## config.mk

```make
export PLATFORM = sky130hd
export DESIGN_NAME = heater_pid_duty_controller
export DESIGN_NICKNAME = d
export VERILOG_FILES = /design/src/hdl/hpd_pkg.sv /design/src/hdl/hpd_csr.sv /design/src/hdl/hpd_front.sv /design/src/hdl/hpd_mult.sv /design/src/hdl/hpd_clamp.sv /design/src/hdl/heater_pid_duty_controller.sv
export SDC_FILE = /design/constraint.sdc
export NUM_CORES = 2
export LEC_CHECK = 0
export ABC_CLOCK_PERIOD_IN_PS = 10400
export BUFFER_PORTS_ARGS = -buffer_cell sky130_fd_sc_hd__clkbuf_2
export CORE_MARGIN = 2
export CORE_UTILIZATION = 55
export CTS_CLUSTER_DIAMETER = 50
export DETAILED_ROUTE_END_ITERATION = 6
export PLACE_DENSITY_LB_ADDON = 0.25
export SLEW_MARGIN = 20
export SYNTH_ARGS = -nofsm -noshare
export SYNTH_HDL_FRONTEND = slang
export SYNTH_SLANG_ARGS = --single-unit
```

## constraint.sdc

```tcl
create_clock -name clock -period 10.4 [get_ports clock]
set_input_delay 1.56 -clock clock [delete_from_list [all_inputs] [get_ports clock]]
set_output_delay 1.56 -clock clock [all_outputs]
set_load 0.05 [all_outputs]
```

## src/hdl/hpd_pkg.sv

```systemverilog
`timescale 1ns / 1ps
`default_nettype none

package hpd_pkg;

   // Fraction bits of the 8.8 gains.
   localparam int FracBits = 8;

   // Configuration register indexes.
   localparam logic [2:0] CSR_GAIN_P           = 3'd0;
   localparam logic [2:0] CSR_GAIN_I           = 3'd1;
   localparam logic [2:0] CSR_GAIN_D           = 3'd2;
   localparam logic [2:0] CSR_FUNCTIONAL_RANGE = 3'd3;
   localparam logic [2:0] CSR_INTEGRAL_MIN     = 3'd4;
   localparam logic [2:0] CSR_INTEGRAL_MAX     = 3'd5;
   localparam logic [2:0] CSR_MAX_DUTY         = 3'd6;
   localparam logic [2:0] CSR_PWM_TOP          = 3'd7;

   // Request payload: one temperature sample.
   typedef struct packed {
      logic signed [10:0] measured_temp;
      logic        [9:0]  setpoint_temp;
   } req_type;

   // Response payload: one duty value.
   typedef struct packed {
      logic [9:0] duty;
      logic       integral_active;
   } rsp_type;

   // Configuration register bank.
   typedef struct packed {
      logic        [15:0] gain_p;
      logic        [15:0] gain_i;
      logic        [15:0] gain_d;
      logic        [9:0]  functional_range;
      logic signed [15:0] integral_min;
      logic        [14:0] integral_max;
      logic        [9:0]  max_duty;
      logic        [9:0]  pwm_top;
   } cfg_type;

   // Front stage result: error terms and the updated integral.
   typedef struct packed {
      logic signed [11:0] err;
      logic signed [11:0] delta;
      logic signed [15:0] integral;
      logic               active;
      logic               target_zero;
   } front_type;

   // Product stage result: shifted P, I and D terms.
   typedef struct packed {
      logic signed [20:0] p_term;
      logic signed [24:0] i_term;
      logic signed [20:0] d_term;
      logic               active;
      logic               target_zero;
   } term_type;

endpackage

`default_nettype wire

```

## src/hdl/hpd_csr.sv

```systemverilog
`timescale 1ns / 1ps
`default_nettype none

module hpd_csr (
   input  wire logic           clock,
   input  wire logic           reset,
   input  wire logic           csr_valid,
   output logic                csr_ready,
   input  wire logic [2:0]     csr_index,
   input  wire logic [15:0]    csr_wdata,
   output hpd_pkg::cfg_type    cfg
);

   hpd_pkg::cfg_type cfg_ff;
   hpd_pkg::cfg_type cfg_in;

   // Every write is taken in the cycle it is offered.
   assign csr_ready = 1'b1;
   assign cfg       = cfg_ff;

   // Decode one register write.
   always_comb begin
      cfg_in = cfg_ff;
      if (csr_valid) begin
         case (csr_index)
            hpd_pkg::CSR_GAIN_P:           cfg_in.gain_p           = csr_wdata;
            hpd_pkg::CSR_GAIN_I:           cfg_in.gain_i           = csr_wdata;
            hpd_pkg::CSR_GAIN_D:           cfg_in.gain_d           = csr_wdata;
            hpd_pkg::CSR_FUNCTIONAL_RANGE: cfg_in.functional_range = csr_wdata[9:0];
            hpd_pkg::CSR_INTEGRAL_MIN:     cfg_in.integral_min     = $signed(csr_wdata);
            hpd_pkg::CSR_INTEGRAL_MAX:     cfg_in.integral_max     = csr_wdata[14:0];
            hpd_pkg::CSR_MAX_DUTY:         cfg_in.max_duty         = csr_wdata[9:0];
            hpd_pkg::CSR_PWM_TOP:          cfg_in.pwm_top          = csr_wdata[9:0];
            default:                       cfg_in                  = cfg_ff;
         endcase
      end
   end

   always_ff @(posedge clock) begin
      if (reset) begin
         cfg_ff.gain_p           <= 16'd256;
         cfg_ff.gain_i           <= 16'd16;
         cfg_ff.gain_d           <= 16'd256;
         cfg_ff.functional_range <= 10'd10;
         cfg_ff.integral_min     <= -16'sd32768;
         cfg_ff.integral_max     <= 15'd32767;
         cfg_ff.max_duty         <= 10'd255;
         cfg_ff.pwm_top          <= 10'd250;
      end else begin
         cfg_ff <= cfg_in;
      end
   end

endmodule

`default_nettype wire

```

## src/hdl/hpd_front.sv

```systemverilog
`timescale 1ns / 1ps
`default_nettype none

module hpd_front (
   input  wire logic           clock,
   input  wire logic           reset,
   input  wire hpd_pkg::cfg_type cfg,
   input  wire logic           in_valid,
   output logic                in_ready,
   input  wire hpd_pkg::req_type in_data,
   output logic                out_valid,
   input  wire logic           out_ready,
   output hpd_pkg::front_type  out_data
);

   logic               valid_ff;
   logic               valid_in;
   hpd_pkg::front_type data_ff;
   hpd_pkg::front_type data_in;
   logic signed [10:0] prev_ff;
   logic signed [15:0] integral_ff;
   logic signed [15:0] integral_in;
   logic               advance;
   logic signed [11:0] err;
   logic signed [11:0] delta;
   logic        [10:0] mag;
   logic               active;
   logic signed [16:0] sum;
   logic signed [16:0] sum_lo;
   logic signed [16:0] sum_hi;

   assign in_ready  = !valid_ff || out_ready;
   assign advance   = in_valid && in_ready;
   assign out_valid = valid_ff;
   assign out_data  = data_ff;
   assign valid_in  = advance || (valid_ff && !out_ready);

   // Error, delta and the range test.
   always_comb begin
      err    = $signed({2'b00, in_data.setpoint_temp}) - 12'(in_data.measured_temp);
      delta  = 12'(in_data.measured_temp) - 12'(prev_ff);
      mag    = err[11] ? 11'(-err) : 11'(err);
      active = mag < {1'b0, cfg.functional_range};
   end

   // Accumulate the error and apply the lower clamp, then the upper one; outside the range the integral is cleared.
   always_comb begin
      sum    = 17'(integral_ff) + 17'(err);
      sum_lo = (sum < 17'(cfg.integral_min)) ? 17'(cfg.integral_min) : sum;
      sum_hi = (sum_lo > $signed({2'b00, cfg.integral_max}))
               ? $signed({2'b00, cfg.integral_max}) : sum_lo;
      integral_in = active ? sum_hi[15:0] : 16'sd0;
   end

   always_comb begin
      data_in.err         = err;
      data_in.delta       = delta;
      data_in.integral    = integral_in;
      data_in.active      = active;
      data_in.target_zero = (in_data.setpoint_temp == 10'd0);
   end

   // Controller state moves with each transfer into this stage.
   always_ff @(posedge clock) begin
      if (reset) begin
         valid_ff    <= 1'b0;
         prev_ff     <= 11'sd0;
         integral_ff <= 16'sd0;
      end else begin
         valid_ff <= valid_in;
         if (advance) begin
            prev_ff     <= in_data.measured_temp;
            integral_ff <= integral_in;
         end
      end
   end

   always_ff @(posedge clock) begin
      if (advance) begin
         data_ff <= data_in;
      end
   end

endmodule

`default_nettype wire

```

## src/hdl/hpd_mult.sv

```systemverilog
`timescale 1ns / 1ps
`default_nettype none

module hpd_mult (
   input  wire logic           clock,
   input  wire logic           reset,
   input  wire hpd_pkg::cfg_type cfg,
   input  wire logic           in_valid,
   output logic                in_ready,
   input  wire hpd_pkg::front_type in_data,
   output logic                out_valid,
   input  wire logic           out_ready,
   output hpd_pkg::term_type   out_data
);

   logic               valid_ff;
   logic               valid_in;
   hpd_pkg::term_type  data_ff;
   hpd_pkg::term_type  data_in;
   logic               advance;
   logic signed [28:0] prod_p;
   logic signed [32:0] prod_i;
   logic signed [28:0] prod_d;

   assign in_ready  = !valid_ff || out_ready;
   assign advance   = in_valid && in_ready;
   assign out_valid = valid_ff;
   assign out_data  = data_ff;
   assign valid_in  = advance || (valid_ff && !out_ready);

   // Three gain products in parallel; the shift floors toward minus infinity. I and D are zero when inactive.
   always_comb begin
      prod_p = $signed({1'b0, cfg.gain_p}) * in_data.err;
      prod_i = $signed({1'b0, cfg.gain_i}) * in_data.integral;
      prod_d = $signed({1'b0, cfg.gain_d}) * in_data.delta;
      data_in.p_term      = prod_p[28:hpd_pkg::FracBits];
      data_in.i_term      = in_data.active ? prod_i[32:hpd_pkg::FracBits] : 25'sd0;
      data_in.d_term      = in_data.active ? prod_d[28:hpd_pkg::FracBits] : 21'sd0;
      data_in.active      = in_data.active;
      data_in.target_zero = in_data.target_zero;
   end

   always_ff @(posedge clock) begin
      if (reset) begin
         valid_ff <= 1'b0;
      end else begin
         valid_ff <= valid_in;
      end
   end

   always_ff @(posedge clock) begin
      if (advance) begin
         data_ff <= data_in;
      end
   end

endmodule

`default_nettype wire

```

## src/hdl/hpd_clamp.sv

```systemverilog
`timescale 1ns / 1ps
`default_nettype none

module hpd_clamp (
   input  wire logic           clock,
   input  wire logic           reset,
   input  wire hpd_pkg::cfg_type cfg,
   input  wire logic           in_valid,
   output logic                in_ready,
   input  wire hpd_pkg::term_type in_data,
   output logic                out_valid,
   input  wire logic           out_ready,
   output hpd_pkg::rsp_type    out_data
);

   logic               valid_ff;
   logic               valid_in;
   hpd_pkg::rsp_type   data_ff;
   hpd_pkg::rsp_type   data_in;
   logic               advance;
   logic signed [25:0] total;
   logic        [9:0]  duty_lim;
   logic        [9:0]  duty_on;

   assign in_ready  = !valid_ff || out_ready;
   assign advance   = in_valid && in_ready;
   assign out_valid = valid_ff;
   assign out_data  = data_ff;
   assign valid_in  = advance || (valid_ff && !out_ready);

   // Sum the terms, clamp to the duty range, gate on heater off, then limit to the top.
   always_comb begin
      total = 26'(in_data.p_term) + 26'(in_data.i_term) - 26'(in_data.d_term);
      if (total < 26'sd0) begin
         duty_lim = 10'd0;
      end else if (total > $signed({16'd0, cfg.max_duty})) begin
         duty_lim = cfg.max_duty;
      end else begin
         duty_lim = total[9:0];
      end
      duty_on = in_data.target_zero ? 10'd0 : duty_lim;
      data_in.duty            = (duty_on > cfg.pwm_top) ? cfg.pwm_top : duty_on;
      data_in.integral_active = in_data.active;
   end

   always_ff @(posedge clock) begin
      if (reset) begin
         valid_ff <= 1'b0;
      end else begin
         valid_ff <= valid_in;
      end
   end

   always_ff @(posedge clock) begin
      if (advance) begin
         data_ff <= data_in;
      end
   end

endmodule

`default_nettype wire

```

## src/hdl/heater_pid_duty_controller.sv

```systemverilog
// Heater PID duty controller. Each transfer on the request channel carries one
// measured and one target temperature and yields exactly one duty value on the
// response channel, in order. One sample can be taken every clock cycle while
// the response side does not stall. Each sample passes through four register
// stages: input register, error and integral stage (which holds the previous
// temperature and the integral and updates both with each transfer), gain
// product stage, and the clamp stage that feeds the response register. A
// stalled response fills the stages one by one before the request side stalls.
// Configuration writes are taken at once and should be made only while no
// sample is in flight.
`timescale 1ns / 1ps
`default_nettype none

module heater_pid_duty_controller (
   input  wire logic           clock,
   input  wire logic           reset,
   input  wire logic           req_valid,
   output logic                req_stall,
   input  wire hpd_pkg::req_type req_data,
   output logic                rsp_valid,
   input  wire logic           rsp_stall,
   output hpd_pkg::rsp_type    rsp_data,
   input  wire logic           csr_valid,
   output logic                csr_ready,
   input  wire logic [2:0]     csr_index,
   input  wire logic [15:0]    csr_wdata
);

   hpd_pkg::cfg_type   cfg;
   logic               in_valid_ff;
   logic               in_valid_in;
   hpd_pkg::req_type   in_data_ff;
   logic               in_ready;
   logic               front_ready;
   logic               front_valid;
   hpd_pkg::front_type front_data;
   logic               mult_ready;
   logic               mult_valid;
   hpd_pkg::term_type  mult_data;
   logic               clamp_ready;
   logic               req_take;

   hpd_csr u_csr (
      .clock     (clock),
      .reset     (reset),
      .csr_valid (csr_valid),
      .csr_ready (csr_ready),
      .csr_index (csr_index),
      .csr_wdata (csr_wdata),
      .cfg       (cfg)
   );

   // Input register.
   assign in_ready    = !in_valid_ff || front_ready;
   assign req_stall   = !in_ready;
   assign req_take    = req_valid && in_ready;
   assign in_valid_in = req_take || (in_valid_ff && !front_ready);

   always_ff @(posedge clock) begin
      if (reset) begin
         in_valid_ff <= 1'b0;
      end else begin
         in_valid_ff <= in_valid_in;
      end
   end

   always_ff @(posedge clock) begin
      if (req_take) begin
         in_data_ff <= req_data;
      end
   end

   hpd_front u_front (
      .clock     (clock),
      .reset     (reset),
      .cfg       (cfg),
      .in_valid  (in_valid_ff),
      .in_ready  (front_ready),
      .in_data   (in_data_ff),
      .out_valid (front_valid),
      .out_ready (mult_ready),
      .out_data  (front_data)
   );

   hpd_mult u_mult (
      .clock     (clock),
      .reset     (reset),
      .cfg       (cfg),
      .in_valid  (front_valid),
      .in_ready  (mult_ready),
      .in_data   (front_data),
      .out_valid (mult_valid),
      .out_ready (clamp_ready),
      .out_data  (mult_data)
   );

   hpd_clamp u_clamp (
      .clock     (clock),
      .reset     (reset),
      .cfg       (cfg),
      .in_valid  (mult_valid),
      .in_ready  (clamp_ready),
      .in_data   (mult_data),
      .out_valid (rsp_valid),
      .out_ready (!rsp_stall),
      .out_data  (rsp_data)
   );

endmodule

`default_nettype wire

```

==> out/metrics.yaml <==
status:
  status: "finished clean"
critical_path:
  reg2reg_depth: 32
  worstPathMaxFanout: 22
  cp-start-kind: "register"
  timing.rr.end: "u_front.out_data[16]"
  cp.required_ns: 10.70
  path_delay_family: "compound AO/OA/AOI/OAI gates"
  path_buf_inv: 3
  rrSetupSlack_ns: 1.98
  crit_path_top_delay_cell: "xor2_1"
  endpoint_kind: "register"
  setup.worst_path.class: "register to register"
  slowest_delay_ns: 0.58
  cp_common_cell: "a21o_1"
  arrival_ns: 8.72
  r2r-start: "in_data_ff[11]"
floorplanning:
  die_width_um: 259.6
  top_level_ports: 59
  dieArea_mm2: 0.06738
  fp.dieH_um: 259.6
  initial_core_util_pct: 55.73
  floorplan.rows: 93
  core_area_mm2: 0.06446
synth:
  ys_types: 81
  synth_top_family_by_area: "adder cells"
  syn_inst: 3988
  synthXorXnorAreaFrac_pct: 2.487
  avgSynthCellArea_um2: 9.009
  ys_seq_area_share_pct: 19.75
  synth_compound_area_share_pct: 8.066
  synth_fa_ha_area_share_pct: 42.01
  syn_area_mm2: 0.03593
  async_reset_ff_share_pct: 0
  synth-simple-area-share_pct: 16.43
  ys.flop_type: "edfxtp_1"
  ys_ff_latch: 283
  muxShareOfSynthArea_pct: 1.393
  yosysWarnings: 0
  synth-edff-count: 143
  syn_nets: 4940
clocking:
  clkTransAtPathRegs_ns: 0.06
  clock_path_buffers: 3
  h-tree-depth: 2
  cts_hold_buf: 0
  clkLatencyLatePin_ns: 0.57
  postCtsSetupBuffers: 0
  root_buffer: "clkbuf_16"
  cts_tree: "done"
  cts_buffers: 38
  postCtsResizedCells: 0
  cts.sinks: 283
hold_path:
  min_from: "u_front.out_data[0]"
  whs_path_depth: 0
  min_to: "u_mult.out_data[0]"
  hp-class: "register to register"
timing:
  finClkSkew_ns: 0.02277
  min_period_over_period_pct: 80.94
  tightest_slew_ns: 1.098
  fmax_mhz: 118.8
  setup_viol: 0
  fin_ws_ns: 1.983
  maxSlewViolCount: 0
  grt_setup_unrepaired: "no"
  fin_setup_tns_ns: 0
  finalHoldViolations: 0
  slew-limit-headroom_pct: 25.85
  min_period_ns: 8.417
power:
  p_per_area_mw_per_mm2: 118.4
  leakagePower_nw: 18.07
  power_frac_seq_pct: 30.5
  combPwrFrac_pct: 37.9
  sw_frac_of_total_pct: 37.77
  total_power_mw: 4.526
  p_sw_mw: 1.709
  ir_drop_mv: 0.1576
  intPower_mw: 2.817
  power_frac_clock_pct: 31.6
routing:
  vias: 26450
  ant_nets: 0
  first_pass_iters: 6
  drcViolationCount: 0
  wirelength_um: 89470
  wl_per_cell_um: 18.50
  via_per_inst: 5.471
  initialDrtViolationCount: 1600
global_routing:
  grt_busiest_layer: "met2"
  met2_usage_pct: 44.41
  track_usage_pct: 27.70
  met1_usage_pct: 38.74
  grt_pass1_vias: 27270
  grt_start_max_net_pins: 70
  antenna_found_initial: 0
  overflow: 0
  grt_pass1_wl_um: 146300
  met3_usage_pct: 4.259
layout:
  n_antenna_cell: 0
  multiInputGateArea_mm2: 0.02531
  drive_above_1_share_pct: 4.673
  syn_to_final_growth_pct: 6.391
  final_cell_mix: "780 x inv_1, 626 x nand2_1, 499 x fa_1, 408 x ha_1, 251 x and2_1"
  final_nets: 4902
  layout_commonest_cell: "inv_1"
  regArea_mm2: 0.007097
  n_fill_cell: 5676
flow_run:
  drv_cap: 0
placement:
  dp_hpwl_um: 69850
  pre_cts_ws_ns: 2.054
  numPortBuffers: 57
  place.gp.congestion: 0.9177
==> layout make-up <==
type | instances | share of cell area, %
clock buffers | 43 | 2.619
clock inverters | 27 | 1.028
inverters | 784 | 7.699
multi-input cells | 2770 | 66.22
flip-flops and latches | 283 | 18.57
well taps | 855 | 2.799
repair buffers | 73 | 1.067
==> worst max-delay path by stage <==
stage / start / end / slack (ns) / cells past startpoint
2_1_floorplan: in_data_ff[11] / u_front.out_data[10] / 2.36 / 33
3_3_place_gp: in_data_ff[11] / u_front.out_data[14] / 2.16 / 32
3_5_place_dp: in_data_ff[11] / u_front.out_data[16] / 2.05 / 32
4_1_cts: in_data_ff[11] / u_front.out_data[16] / 2.01 / 32
5_1_grt: in_data_ff[11] / u_front.out_data[12] / 1.47 / 32
6_report: in_data_ff[11] / u_front.out_data[16] / 1.98 / 32
==> power groups by stage <==
stage	combinational, mW	sequential (mW)	clock [mW]
2_1_floorplan	1.30	1.31	0
3_3_place_gp	1.67	1.40	0
3_5_place_dp	1.70	1.40	0
4_1_cts	1.72	1.37	1.45
5_1_grt	1.95	1.39	1.50
6_report	1.72	1.38	1.43
==> per-layer routing <==
metal	vias to the layer above	wire length (um)
li1	12410	-
met1	13110	40020
met2	764	40950
met3	160	5595
met4	0	2902
met5	-	0
==> synth_stat cells, types with 39 or more instances <==
cell type,count,share of area [%]
a21o_1,45,0.94
a21oi_1,165,2.3
and2_1,251,4.4
clkbuf_1,133,1.4
dfxtp_1,140,7.8
edfxtp_1,143,12
fa_1,499,28
ha_1,408,14
inv_1,782,8.2
nand2_1,626,6.5
nand2b_1,55,0.96
nor2_1,162,1.7
nor3_1,44,0.61
o211ai_1,39,0.81
o21ai_0,68,0.95
xnor2_1,64,1.6
==> cell families (layout without fill, tap and decap cells) <==
logic type               count (synthesis)  in the layout
other                                    1              1
flip-flops                             283            283
XOR/XNOR                               102            102
buffers and inverters                  935            927
multiplexers                            48             48
adder cells (fa/ha/maj)                907            907
AND/OR/NAND/NOR                       1262           1262
AO/OA/AOI/OAI                          450            450
==> per-stage QoR <==
| step | hold WS (ns) | cell area, um^2 | utilization, % | cells |
|---|---|---|---|---|
| final | 0.4202 | 38220 | 59.29 | 4835 |
| after floorplan | 0.4003 | 35930 | - | 3988 |
| after CTS | 0.4193 | 38220 | 59.29 | 4835 |
| after detailed placement | 0.4045 | 36820 | 57.12 | 4765 |
| after global placement | 0.4082 | 36820 | 57.12 | 4765 |
| after global routing | 0.4223 | 38220 | 59.29 | 4835 |
==> worst reg2reg max path: cells and delay by family (launching register included) <==
family	cells	cell delay, ns
buf+inv	3	0.76
fa+ha+maj	4	1.20
flops	1	0.45
simple gates	3	0.29
xor+xnor	2	0.85
mux	2	0.75
compound gates	18	3.84
==> registers in the layout, summed over array words and instances (netlist names) <==
name and flops:
in_data_ff 21, u_mult.out_valid 1, u_front.integral_ff 16, u_front.prev_ff 11, u_clamp.out_data 11, u_mult.out_data 69
u_front.out_valid 1, in_valid_ff 1, u_clamp.out_valid 1, u_csr.cfg 109, u_front.out_data 42
Power figures use the tool's default switching activity.
